==> src/hw/rtl/sdhb_pkg.sv <==
// Shared types and constants for the session deframer with heartbeat.
// Holds the framing bytes, phase encoding, event codes and register defaults.
// No dependencies.
package sdhb_pkg;

    localparam logic [7:0] SOH_BYTE = 8'h01;
    localparam logic [7:0] STX_BYTE = 8'h02;
    localparam logic [7:0] ETX_BYTE = 8'h03;
    localparam logic [7:0] ETB_BYTE = 8'h17;

    // Header and trailer are six bytes each; the size field counts the trailer.
    localparam logic [31:0] FRAME_EDGE = 32'd6;

    localparam logic [31:0] MAX_PAYLOAD_RESET = 32'd1048576;
    localparam logic [15:0] TIMEOUT_RESET     = 16'd0;

    localparam int CFG_INDEX_W = 1;
    localparam int CFG_DATA_W  = 32;
    localparam logic [CFG_INDEX_W-1:0] CFG_MAX_PAYLOAD = 1'd0;
    localparam logic [CFG_INDEX_W-1:0] CFG_TIMEOUT     = 1'd1;

    localparam logic CMD_BYTE = 1'b0;
    localparam logic CMD_TICK = 1'b1;

    typedef enum logic [3:0] {
        PH_HEADER = 4'b0001,
        PH_BODY   = 4'b0010,
        PH_HALTED = 4'b0100,
        PH_CLOSED = 4'b1000
    } phase_t;

    typedef enum logic [2:0] {
        EV_CONTENT  = 3'd0,
        EV_DONE     = 3'd1,
        EV_OVERSIZE = 3'd2,
        EV_SHORT    = 3'd3,
        EV_TIMEOUT  = 3'd4,
        EV_SYNC     = 3'd5
    } event_t;

    typedef struct packed {
        logic [31:0] content_length;
        logic [31:0] message_id;
        logic [7:0]  content_byte;
    } result_t;

endpackage

==> src/hw/rtl/session_deframer_with_heartbeat_unit.sv <==
// Top level of the session deframer with heartbeat.
// Parses framed bytes, emits content and message events, runs the heartbeat.
// Depends on sdhb_pkg.
//
// Usage: each request on the s_ channel is either one received byte
// (s_tuser low) or one second tick (s_tuser high), with the login flag
// beside the byte in s_tdata. Each request yields zero or one result on the
// m_ channel: a content byte, a finished message (id and content length),
// or a terminal event (closed oversize, closed short, closed timeout,
// halted on bad sync). Registers are written through cfg_we/cfg_index/
// cfg_data while the block is idle.
// The result of a request is registered and shown on m_tvalid after the
// edge that accepts it. Throughput is one request per cycle unless the
// receiver stalls; the whole parse step is a few compares and one counter
// update that sit between the state registers and the result register.
// Reset (aresetn low, synchronous) returns the parser to the header phase,
// sets the alive mark, clears the tick count and the result valid flag, and
// loads the register defaults (1 MiB payload limit, heartbeat off).
// When the receiver stalls, the pending result holds in the output register
// and s_tready drops; a new request is taken in the same cycle that the
// pending result is taken.
module session_deframer_with_heartbeat_unit
    import sdhb_pkg::*;
(
    input  logic                   aclk,
    input  logic                   aresetn,
    // Configuration write port.
    input  logic                   cfg_we,
    input  logic [CFG_INDEX_W-1:0] cfg_index,
    input  logic [CFG_DATA_W-1:0]  cfg_data,
    // Request channel.
    input  logic                   s_tvalid,
    output logic                   s_tready,
    input  logic [15:0]            s_tdata,   // [7:0] rx_byte, [8] logged_in, rest zero
    input  logic                   s_tuser,   // [0] command
    // Result channel.
    output logic                   m_tvalid,
    input  logic                   m_tready,
    output logic [71:0]            m_tdata,   // [7:0] content_byte, [39:8] message_id,
                                              // [71:40] content_length
    output logic [2:0]             m_tuser    // [2:0] event_res
);

    // Configuration registers.
    logic [31:0] max_payload_reg;
    logic [15:0] timeout_reg;

    // Parser and heartbeat state.
    phase_t      phase_reg, phase_next;
    logic [31:0] byte_index_reg, byte_index_next;
    logic [31:0] payload_size_reg, payload_size_next;
    logic [7:0]  first_byte_reg, first_byte_next;
    logic [39:0] trailer_reg, trailer_next;
    logic        alive_reg, alive_next;
    logic [15:0] tick_count_reg, tick_count_next;
    // Frame bounds derived once per header so the body compares stay short.
    logic [31:0] content_len_reg, content_len_next;
    logic [31:0] last_index_reg, last_index_next;

    // Output register.
    logic        m_valid_reg;
    result_t     m_data_reg;
    event_t      m_event_reg;

    logic        s_accept;
    logic        cmd;
    logic [7:0]  rx_byte;
    logic        logged_in;

    logic        res_valid;
    event_t      res_event;
    result_t     res_data;

    logic [15:0] tick_inc;
    logic [31:0] full_size;

    assign cmd       = s_tuser;
    assign rx_byte   = s_tdata[7:0];
    assign logged_in = s_tdata[8];

    // A new request is taken whenever the output register is free or drains now.
    assign s_tready = !m_valid_reg || m_tready;
    assign s_accept = s_tvalid && s_tready;

    assign tick_inc = tick_count_reg + 16'd1;

    // The size as it stands once the fifth header byte has been folded in.
    assign full_size = payload_size_reg;

    always_comb begin
        phase_next        = phase_reg;
        byte_index_next   = byte_index_reg;
        payload_size_next = payload_size_reg;
        first_byte_next   = first_byte_reg;
        trailer_next      = trailer_reg;
        alive_next        = alive_reg;
        tick_count_next   = tick_count_reg;
        content_len_next  = content_len_reg;
        last_index_next   = last_index_reg;
        res_valid         = 1'b0;
        res_event         = EV_CONTENT;
        res_data          = '0;

        if (phase_reg == PH_CLOSED) begin
            // A closed session ignores everything until reset.
        end else if (cmd == CMD_TICK) begin
            // Heartbeat: a zero period leaves the counter untouched.
            if (timeout_reg != 16'd0) begin
                if (tick_inc < timeout_reg) begin
                    tick_count_next = tick_inc;
                end else begin
                    tick_count_next = 16'd0;
                    if (alive_reg && logged_in) begin
                        alive_next = 1'b0;
                    end else begin
                        phase_next = PH_CLOSED;
                        res_valid  = 1'b1;
                        res_event  = EV_TIMEOUT;
                    end
                end
            end
        end else begin
            case (phase_reg)
                PH_HEADER: begin
                    if (byte_index_reg == 32'd0) begin
                        first_byte_next   = rx_byte;
                        payload_size_next = 32'd0;
                        byte_index_next   = 32'd1;
                    end else if (byte_index_reg < 32'd5) begin
                        // Size arrives least significant byte first.
                        case (byte_index_reg[2:0])
                            3'd1:    payload_size_next[7:0]   = rx_byte;
                            3'd2:    payload_size_next[15:8]  = rx_byte;
                            3'd3:    payload_size_next[23:16] = rx_byte;
                            3'd4:    payload_size_next[31:24] = rx_byte;
                            default: payload_size_next        = payload_size_reg;
                        endcase
                        byte_index_next = byte_index_reg + 32'd1;
                    end else begin
                        byte_index_next  = 32'd0;
                        content_len_next = full_size - FRAME_EDGE;
                        last_index_next  = full_size - 32'd1;
                        if (first_byte_reg != SOH_BYTE || rx_byte != STX_BYTE) begin
                            phase_next = PH_HALTED;
                            res_valid  = 1'b1;
                            res_event  = EV_SYNC;
                        end else if (full_size > max_payload_reg) begin
                            phase_next = PH_CLOSED;
                            res_valid  = 1'b1;
                            res_event  = EV_OVERSIZE;
                        end else if (full_size < FRAME_EDGE) begin
                            phase_next = PH_CLOSED;
                            res_valid  = 1'b1;
                            res_event  = EV_SHORT;
                        end else begin
                            phase_next   = PH_BODY;
                            alive_next   = 1'b1;
                            trailer_next = 40'd0;
                        end
                    end
                end
                PH_BODY: begin
                    if (byte_index_reg < content_len_reg) begin
                        byte_index_next       = byte_index_reg + 32'd1;
                        res_valid             = 1'b1;
                        res_event             = EV_CONTENT;
                        res_data.content_byte = rx_byte;
                    end else if (byte_index_reg < last_index_reg) begin
                        // First five trailer bytes: ETX and the id.
                        trailer_next    = {trailer_reg[31:0], rx_byte};
                        byte_index_next = byte_index_reg + 32'd1;
                    end else begin
                        phase_next      = PH_HEADER;
                        byte_index_next = 32'd0;
                        // A bad trailer drops the frame with no result.
                        if (trailer_reg[39:32] == ETX_BYTE && rx_byte == ETB_BYTE) begin
                            res_valid               = 1'b1;
                            res_event               = EV_DONE;
                            res_data.message_id     = {trailer_reg[7:0], trailer_reg[15:8],
                                                       trailer_reg[23:16], trailer_reg[31:24]};
                            res_data.content_length = content_len_reg;
                        end
                    end
                end
                default: begin
                    // Halted: bytes are ignored, ticks are handled above.
                end
            endcase
        end
    end

    always_ff @(posedge aclk) begin
        if (!aresetn) begin
            max_payload_reg <= MAX_PAYLOAD_RESET;
            timeout_reg     <= TIMEOUT_RESET;
        end else if (cfg_we) begin
            case (cfg_index)
                CFG_MAX_PAYLOAD: max_payload_reg <= cfg_data;
                CFG_TIMEOUT:     timeout_reg     <= cfg_data[15:0];
                default:         max_payload_reg <= max_payload_reg;
            endcase
        end
    end

    always_ff @(posedge aclk) begin
        if (!aresetn) begin
            phase_reg        <= PH_HEADER;
            byte_index_reg   <= 32'd0;
            payload_size_reg <= 32'd0;
            first_byte_reg   <= 8'd0;
            trailer_reg      <= 40'd0;
            alive_reg        <= 1'b1;
            tick_count_reg   <= 16'd0;
            content_len_reg  <= 32'd0;
            last_index_reg   <= 32'd0;
        end else if (s_accept) begin
            phase_reg        <= phase_next;
            byte_index_reg   <= byte_index_next;
            payload_size_reg <= payload_size_next;
            first_byte_reg   <= first_byte_next;
            trailer_reg      <= trailer_next;
            alive_reg        <= alive_next;
            tick_count_reg   <= tick_count_next;
            content_len_reg  <= content_len_next;
            last_index_reg   <= last_index_next;
        end
    end

    always_ff @(posedge aclk) begin
        if (!aresetn) begin
            m_valid_reg <= 1'b0;
        end else if (s_accept && res_valid) begin
            m_valid_reg <= 1'b1;
        end else if (m_tready) begin
            m_valid_reg <= 1'b0;
        end
    end

    always_ff @(posedge aclk) begin
        if (s_accept && res_valid) begin
            m_data_reg  <= res_data;
            m_event_reg <= res_event;
        end
    end

    assign m_tvalid = m_valid_reg;
    assign m_tdata  = m_data_reg;
    assign m_tuser  = m_event_reg;

endmodule

==> config.mk <==
export PLATFORM = sky130hd
export DESIGN_NAME = session_deframer_with_heartbeat_unit
export DESIGN_NICKNAME = d
export VERILOG_FILES = /design/src/hw/rtl/sdhb_pkg.sv /design/src/hw/rtl/session_deframer_with_heartbeat_unit.sv
export SDC_FILE = /design/constraint.sdc
export NUM_CORES = 1
export LEC_CHECK = 0
export ABC_AREA = 1
export BUFFER_PORTS_ARGS = -buffer_cell sky130_fd_sc_hd__buf_2
export CELL_PAD_IN_SITES_DETAIL_PLACEMENT = 1
export CELL_PAD_IN_SITES_GLOBAL_PLACEMENT = 2
export CORE_MARGIN = 5
export CORE_UTILIZATION = 32
export CTS_CLUSTER_SIZE = 28
export DETAILED_ROUTE_END_ITERATION = 16
export GPL_ROUTABILITY_DRIVEN = 1
export HOLD_SLACK_MARGIN = 0.02
export PLACE_DENSITY_LB_ADDON = 0.1
export SYNTH_ARGS = -nofsm -noshare
export SYNTH_HDL_FRONTEND = slang
export SYNTH_SLANG_ARGS = --single-unit
==> constraint.sdc <==
create_clock -name aclk -period 9.45 [get_ports aclk]
set_input_delay 0.4725 -clock aclk [delete_from_list [all_inputs] [get_ports aclk]]
set_output_delay 0.4725 -clock aclk [all_outputs]
set_load 0.005 [all_outputs]
## After elaboration in Yosys (flattened, before gate mapping)

Index checks and enable logic that the tools add are counted.

| cells by class | value |
|---|---|
| add/subtract/negate cells | 4 |
| order comparisons | 6 |
| equal/unequal tests | 31 |
| multiplexer cells | 71 |
| bitwise gates (word level) | 8 |
| reductions and logical operators | 33 |

Operators by type and width:

| cell | number |
|---|---|
| 2-to-1 mux 40 bit | 7 |
| 2-to-1 mux 32 bit | 6 |
| case mux 40 bit (2 select lines) | 1 |
| < comparator 32 x 3 -> 1 bit, second input constant | 2 |
| < comparator 32 bit | 2 |
| case mux 32 bit (2 select lines) | 1 |
| 2-to-1 mux 4 bit | 11 |
| adder 32 x 1 -> 32 bit, second input constant | 1 |
| greater-than comparator 32 bit | 1 |
| zero test 32 bit | 1 |
| 2-to-1 mux 8 bit | 4 |
| subtractor 32 x 1 -> 32 bit, second input constant | 1 |
| subtractor 32 x 3 -> 32 bit, second input constant | 1 |
| AND reduction 6 bit | 5 |
| 2-to-1 mux 1 bit | 28 |
| inequality test 2 bit, second input constant | 14 |
| AND reduction 11 bit | 2 |
| 2-to-1 mux 3 bit | 7 |
| adder 16 x 1 -> 16 bit, second input constant | 1 |
| < comparator 16 bit | 1 |
| 2-to-1 mux 16 bit | 1 |
| nonzero test 16 bit | 1 |
| nonzero test 2 bit | 8 |
| inequality test 3 bit, second input constant | 4 |
| 26 further kinds | 42 |

| storage, ports and cells | value |
|---|---|
| register bits after elaboration | 321 |
| input port bits | 55 |
| output and inout bits | 77 |
| logic and storage cells | 172 |

## Depth between registers and ports, before layout

Gate-level depths: netlist of run 1.

| logic depth | value |
|---|---|
| depth after elaboration | 11 |
| gate-level depth with buffers | 21 |
| mapped depth without buffers | 20 |

## Worst setup path after synthesis of run 1

No wires, ideal clock.

| timing path | value |
|---|---|
| path kind | reg-to-reg |
| from | register tick_count_reg[0] |
| to | register m_data_reg, in the netlist m_tdata[0], enable pin |
| setup time | 435 ps |
| arrival time | 4300 ps |
| data required time | 9015 ps |
| slack | 4715 ps |
| cell stages (with the launch flop) | 18 |
| path buffers | 0 |
| clock period less this slack | 4735 ps |
| cell sequence | dfxtp_1 > ha_1 > nand3_1 > nor3_1 > nand3_1 > nor3b_1 > nand4_1 > xor2_1 > inv_1 > ha_1 > nand2_1 > nor4_1 > nand2_1 > nand2_1 > nand3_1 > nor2_1 > a21oi_1 > nand2_1 |

| between the ends | value |
|---|---|
| cells in the longest elaborated chain, start to end | 7 |

Ends and longest elaborated chain:

| what | RTL line | RTL |
|---|---|---|
| start: declaration | session_deframer_with_heartbeat_unit.sv:55 | `logic [15:0] tick_count_reg, tick_count_next;` |
| start signal: assignment | session_deframer_with_heartbeat_unit.sv:223 | `tick_count_reg <= tick_count_next;` |
| adder 16 x 1 -> 16 bit | session_deframer_with_heartbeat_unit.sv:85 | `assign tick_inc = tick_count_reg + 16'd1;` |
| < comparator 16 bit | session_deframer_with_heartbeat_unit.sv:109 | `if (tick_inc < timeout_reg) begin` |
| 2-to-1 mux 1 bit | session_deframer_with_heartbeat_unit.sv:109 |  |
| 2-to-1 mux 1 bit | session_deframer_with_heartbeat_unit.sv:108 | `if (timeout_reg != 16'd0) begin` |
| 2-to-1 mux 1 bit | session_deframer_with_heartbeat_unit.sv:106 | `end else if (cmd == CMD_TICK) begin` |
| 2-to-1 mux 1 bit | session_deframer_with_heartbeat_unit.sv:104 | `if (phase_reg == PH_CLOSED) begin` |
| logical AND 1 bit | session_deframer_with_heartbeat_unit.sv:240 | `if (s_accept && res_valid) begin` |
| end signal: assignment | session_deframer_with_heartbeat_unit.sv:241 | `m_data_reg <= res_data;` |
| end: declaration | session_deframer_with_heartbeat_unit.sv:62 | `result_t m_data_reg;` |

No other way between the ends.
A chain may end at the register's enable or synchronous reset.

## Worst setup path after layout of run 1

| timing path | value |
|---|---|
| from | register tick_count_reg[0] |
| to | register m_data_reg, in the netlist m_tdata[46], enable pin |

The elaborated chain is that of the path after synthesis.

==> results of run 1 <==
==> cells by family (layout without fill, tap and decap cells) <==
family	count (synthesis)	in the layout	share of synthesized area [%]
and+or+nand+nor	895	895	22.3
AOI/OAI and AO/OA	428	428	13.1
buffers and inverters	387	514	9.13
DFF	321	321	42.5
adders and majority gates	120	120	8.88
xor gates and xnor gates	79	79	4.09
other	0	1	0
==> power groups by stage <==
stage	clock (µW)	sequential (µW)	combinational, µW
2_1_floorplan	0	1520	452
3_5_place_dp	0	1550	683
4_1_cts	1490	1520	687
3_3_place_gp	0	1550	673
5_1_grt	1550	1530	767
6_report	1440	1520	680
==> layout make-up <==
type,instances,share of cell area (%)
Tap cell,688,4.46
Clock buffer,53,5.55
Timing Repair Buffer,133,3.58
Multi-Input combinational cell,1522,42.5
Clock inverter,19,0.688
Sequential cell,321,37.2
Antenna cell,1,0.0130
Inverter,309,6.01
==> cell usage in the layout, fill, tap and decap left out, drive strengths merged <==
master / instances
nand3b: 4
xor2: 65
a31oi: 6
xnor2: 14
o21bai: 3
o21ai: 176
nand2: 338
ha: 120
nor3b: 4
dfxtp: 246
inv: 306
a41oi: 1
clkbuf: 53
a221oi: 2
a21o: 1
buf: 133
and2: 1
clkinv: 20
o211a: 1
nor2: 405
o21a: 6
edfxtp: 75
or2: 2
nor4: 16
clkinvlp: 1
bufinv: 1
diode: 1
a21oi: 227
o211ai: 2
or3: 1
and3: 2
nor3: 41
nand3: 52
nand4: 29
a211oi: 3
==> critical path, delay by kind of cell, from the launching register on <==
kind	cells	cell delay [ns]
AO/OA/AOI/OAI	1	0.09
flip-flops	1	0.41
buffers and inverters	1	0.08
AND/OR/NAND/NOR	12	2.90
adder cells (fa/ha/maj)	2	0.49
XOR/XNOR	1	0.17
==> worst min-delay path by stage <==
stage	from	end	slack, ns	depth (start not counted)
floorplan	alive_reg	alive_reg	0.43	2
global placement	last_index_reg[6]	last_index_reg[6]	0.44	2
detailed placement	alive_reg	alive_reg	0.45	2
CTS	cfg_data[20]	max_payload_reg[20]	0.11	3
global route	cfg_data[20]	max_payload_reg[20]	0.13	3
finish	cfg_data[20]	max_payload_reg[20]	0.15	3
==> cells in the mapped netlist, drive strengths merged <==
cell type	count
and2	1
o211ai	2
a221oi	2
edfxtp	75
dfxtp	246
and3	2
nand4	29
buf	36
or3	1
a31oi	6
o21bai	3
xor2	65
ha	120
xnor2	14
a41oi	1
a21o	1
or2	2
o21ai	176
nand2	338
a21oi	227
nor3b	4
a211oi	3
clkbuf	42
nand3b	4
nor2	405
inv	305
o21a	6
nor3	41
clkinv	4
nor4	16
o211a	1
nand3	52
==> layer usage <==
metal	vias up	wire length, µm	global-route usage (%)
met2	210	25000	31.1
met3	75	2200	2.60
li1	7406	-	-
met5	-	0	0
met1	6959	26500	26.6
met4	0	1280	5.14
==> metrics by stage <==
step	std cells	area [µm²]
floorplan	2230	16900
global placement	2973	18100
detailed placement	2973	18100
CTS	3045	19300
global route	3045	19300
finish	3046	19300
==> flow_summary.toml, run 1 <==
[drt]
vias = 14650
vias_per_cell = 4.81
dr.pass1.iters = 4
wl_per_cell_um = 18.0
ant_nets = 0
drt_iter0_drc = 662
wirelength_um = 55000
drc = 0

[worst_setup_path]
r2r_start = "tick_count_reg[0]"
cp-end-kind = "flip-flop"
reg2reg_depth = 17
required_ns = 9.62
startpoint_type = "flip-flop"
r2r_slack_ns = 4.80
cp_cell_sequence = "ha_1, nand3_1, nor3_1, nand3_1, nor3b_1, nand4_1, xor2_1, inv_1, ha_1, nand2_1, nor4_1, nand2_1, nand2_1, nand3_1, nor2_1, a21oi_1, nand2_4"
cp_slowest_stage_delay_ns = 0.75
path_class = "flip-flop to flip-flop"
r2r_end = "m_tdata[46]"
cp_data_arrival_time_ns = 4.82
crit_slowest_cell = "nand2_4"
endpoint = "m_tdata[46]"
cp-startpoint = "tick_count_reg[0]"
path_max_fanout = 75

[global_routing]
grt_pass1_wl_um = 86300
grt_pass1_vias = 15109
grt-ovfl-total = 0
grt.total_usage_pct = 19.0
grt_max_degree = 113
antenna_found_initial = 0

[cts]
cts_hold_buf = 0
cts_max_level = 2
clk_latency_ns = 0.55
cts_sinks = 321
post_cts_resized = 0
cts-root-buf = "clkbuf_16"
cts_tree = "done"
postCtsSetupRepairBufs = 0
cts_made_buffers = 40
clk_pin_slew_ns = 0.05
cts_buffer_depth = 3

[power]
pwr-share-comb_pct = 18.7
p_clk_share_pct = 39.5
power.share.sequential_pct = 41.8
totalPowerFinal_uw = 3640
leakagePower_uw = 0.00835
p_sw_uw = 1160
power.density_nw_per_um2 = 189
swShare_pct = 31.7
p_int_uw = 2490
max-vdd-ir-drop_mv = 0.111

[placement]
gp_congestion = 0.884
place_ws_ns = 4.76
io_buffers = 124
hpwl_um = 41200

[sta]
hold_violations = 0
rsz0062_at_grt = "no"
min_period_ns = 4.65
setup_viol = 0
slew_headroom_pct = 25.9
layout_setup_ws_ns = 4.80
hold_ws_ns = 0.150
fin_skew_ns = 0.0129
tns_ns = 0
post-route-period-util_pct = 49.2
maxClockFrequency_mhz = 215
maxSlewViolCount = 0
tightest_slew_ns = 1.11

[logic_synthesis]
syn_area_um2 = 16900
yosysUniqueCellTypes = 48
syn_avg_cell_area_um2 = 7.58
syn_inst = 2230
synthTopCellsByArea = "dfxtp_1, edfxtp_1, ha_1, nor2_1, nand2_1"
synth_nets = 2405
yosysTopAreaCellShare_pct = 29.1
ys.warnings.count = 0
synth_seq_cells = 321
synth_top_area_cell = "dfxtp_1"
seq_area_frac_synth_pct = 42.5

[hold_path]
min_path_type = "input port to flip-flop"

[cells_and_area]
multi_input_area_um2 = 8190
fillers = 6505
area_delta_synth_final_pct = 14.1
fin_nets = 2502
largest_reg_flops = 72
sequential_cell_area_um2 = 7180
drive_above_1_share_pct = 9.63
fin_util_pct = 36.8

[floorplan]
die_area_um2 = 57500
start_util_pct = 32.2
die-height_um = 240
ios = 132
design.core.area_um2 = 52400
die_w_um = 240
rows = 84

[flow_run]
max_cap_violations = 0

[run_status]
status = "completed"
No activity file was read; power rests on OpenSTA's default activity.
==> run 2, diff against run 1 <==
==> constraint.sdc (replaced) <==
create_clock -name aclk -period 3.95 [get_ports aclk]
set_input_delay 0.1975 -clock aclk [delete_from_list [all_inputs] [get_ports aclk]]
set_output_delay 0.1975 -clock aclk [all_outputs]
set_load 0.005 [all_outputs]
==> run 2 against run 1 <==
Against the previous run: power rose to 2.5 times the previous value; via count grew 3.0%; sequential share of layout area fell by 1.5 points; global-route usage up 0.61 points; critical endpoint is now m_tdata[38]; largest power group is now the clock network.
==> flow_summary.toml, run 2 (synthesized netlist as in run 1, its figures left out) <==
[run_status]
status = "completed"

[worst_setup_path]
path_depth = 20
cp_slowest_stage_delay_ns = 0.33
path_max_fanout = 19
crit_top_cell = "nand3_1"
cp_cell_sequence = "buf_4, nand3_1, nor3_4, nand3_1, nor3_2, nand3_1, nor2_2, nand3_1, nand2_1, nand2_1, ha_1, nand2_1, nor4_1, nand2_1, nand2_2, nand3_1, nor2_1, a21oi_2, nand2_4, clkbuf_16"
startpoint_type = "flip-flop"
crit_slowest_cell = "dfxtp_1"
reg2reg_depth = 20
cp-end-kind = "flip-flop"
required_ns = 4.21
path_class = "flip-flop to flip-flop"
cp_data_arrival_time_ns = 3.84
crit_family = "simple AND/OR/NAND/NOR gates"
crit_buf_inv = 2

[cts]
postCtsSetupRepairBufs = 0
cts_tree = "done"
cts_sinks = 321
cts_max_level = 2
cts_made_buffers = 40
cts-root-buf = "clkbuf_16"
clk_latency_ns = 0.57
cts_buffer_depth = 3
clk_pin_slew_ns = 0.06

[drt]
drt_iter0_drc = 780
vias_per_cell = 4.86
dr.pass1.iters = 5
vias = 15086
wl_per_cell_um = 18.4
wirelength_um = 57200
drc = 0
ant_nets = 0

[sta]
layout_setup_ws_ns = 0.368
min_period_ns = 3.58
post-route-period-util_pct = 90.7
tns_ns = 0
slew_headroom_pct = 43.7
tightest_slew_ns = 0.842
maxSlewViolCount = 0
fin_skew_ns = 0.0202
hold_violations = 0
rsz0062_at_grt = "no"
maxClockFrequency_mhz = 279
setup_viol = 0
hold_ws_ns = 0.0464

[placement]
gp_congestion = 0.883
place_ws_ns = 0.0577
io_buffers = 124
hpwl_um = 42700

[power]
max-vdd-ir-drop_mv = 0.335
power.density_nw_per_um2 = 455
leakagePower_uw = 0.00872

[cells_and_area]
mostFrequentLayoutCells = "nor2_1, nand2_1, inv_1"
drive_above_1_share_pct = 10.7
diodes = 0
largest_reg_flops = 72
layout_commonest_cell = "nor2_1"
fin_nets = 2562
area_delta_synth_final_pct = 18.7

[hold_path]
min_path_type = "input port to flip-flop"
hold_path_depth = 3

[global_routing]
grt_pass1_vias = 15312
antenna_found_initial = 1
grt-ovfl-total = 0
grt.total_usage_pct = 19.6
grt_max_degree = 147
grt_pass1_wl_um = 88500

[floorplan]
design.core.area_um2 = 52400
die-height_um = 240
rows = 84
die_area_um2 = 57500
start_util_pct = 32.2
ios = 132
die_w_um = 240

[flow_run]
max_cap_violations = 0
## run 2: cell count changes in the layout (fill, tap and decap cells not counted), moves of 2 or more
cell	change
dlygate4sd3_1	+41
clkbuf_16	+3
clkbuf_1	-5
clkinv_1	-3
buf_12	+3
nor2_2	+2
nor2_1	-2
buf_4	+15
bufinv_16	+3
clkbuf_8	+3
## run 2: power breakdown
group	leakage (µW)	total (µW)	internal (µW)	switching (µW)
Clock	0.000676	3810	2300	1510
Sequential	0.00263	3630	3500	128
Combinational	0.00541	1690	521	1170
## run 2: final timing paths
check	start	end	slack (ns)
max	tick_count_reg[0]	m_tdata[38]	0.37
min	s_tdata[5]	first_byte_reg[5]	0.05
max reg2reg	tick_count_reg[0]	m_tdata[38]	0.37
min reg2reg	alive_reg	alive_reg	0.46
## run 2: timing repair
item                       4_1_cts  5_1_grt
hold endpoints to repair        54        0
hold buffers                    41        0
resized for setup                0        6
setup endpoints to repair        0       90
## run 2: worst reg2reg max path: stages (launching register included)
cell	delay (ns)
dfxtp_1	0.33
buf_4	0.13
nand3_1	0.14
nor3_4	0.19
nand3_1	0.16
nor3_2	0.18
nand3_1	0.17
nor2_2	0.18
nand3_1	0.09
nand2_1	0.07
nand2_1	0.07
ha_1	0.29
nand2_1	0.09
nor4_1	0.29
nand2_1	0.10
nand2_2	0.12
nand3_1	0.10
nor2_1	0.13
a21oi_2	0.07
nand2_4	0.15
clkbuf_16	0.23
## run 2: cell type report
class	instances	area, µm²
fill	6382	32400
multi-input combinational	1522	8210
sequential	321	7180
timing repair buffer	193	1300
inverter	309	1160
clock buffer	53	1140
tap	688	861
clock inverter	20	219
## run 2: routing by layer
| layer | global-route usage, % | up-vias | share of wire, % | wire, µm |
|---|---|---|---|---|
| met2 | 32.0 | 204 | 46 | 26300 |
| met4 | 4.56 | 0 | 2.1 | 1170 |
| li1 | - | 7542 | - | - |
| met3 | 3.02 | 70 | 3.8 | 2160 |
| met1 | 27.6 | 7270 | 48 | 27500 |
| met5 | 0 | - | 0 | 0 |
## run 2: metrics by stage
stage / power, µW / cells / utilization (%) / cell area [µm²]
3_3_place_gp: 5330 / 2991 / 34.8 / 18300
5_1_grt: 9620 / 3106 / 38.3 / 20100
3_5_place_dp: 5360 / 2991 / 34.8 / 18300
2_1_floorplan: 4720 / 2230 / - / 16900
6_report: 9130 / 3106 / 38.3 / 20100
4_1_cts: 9270 / 3105 / 38.2 / 20000
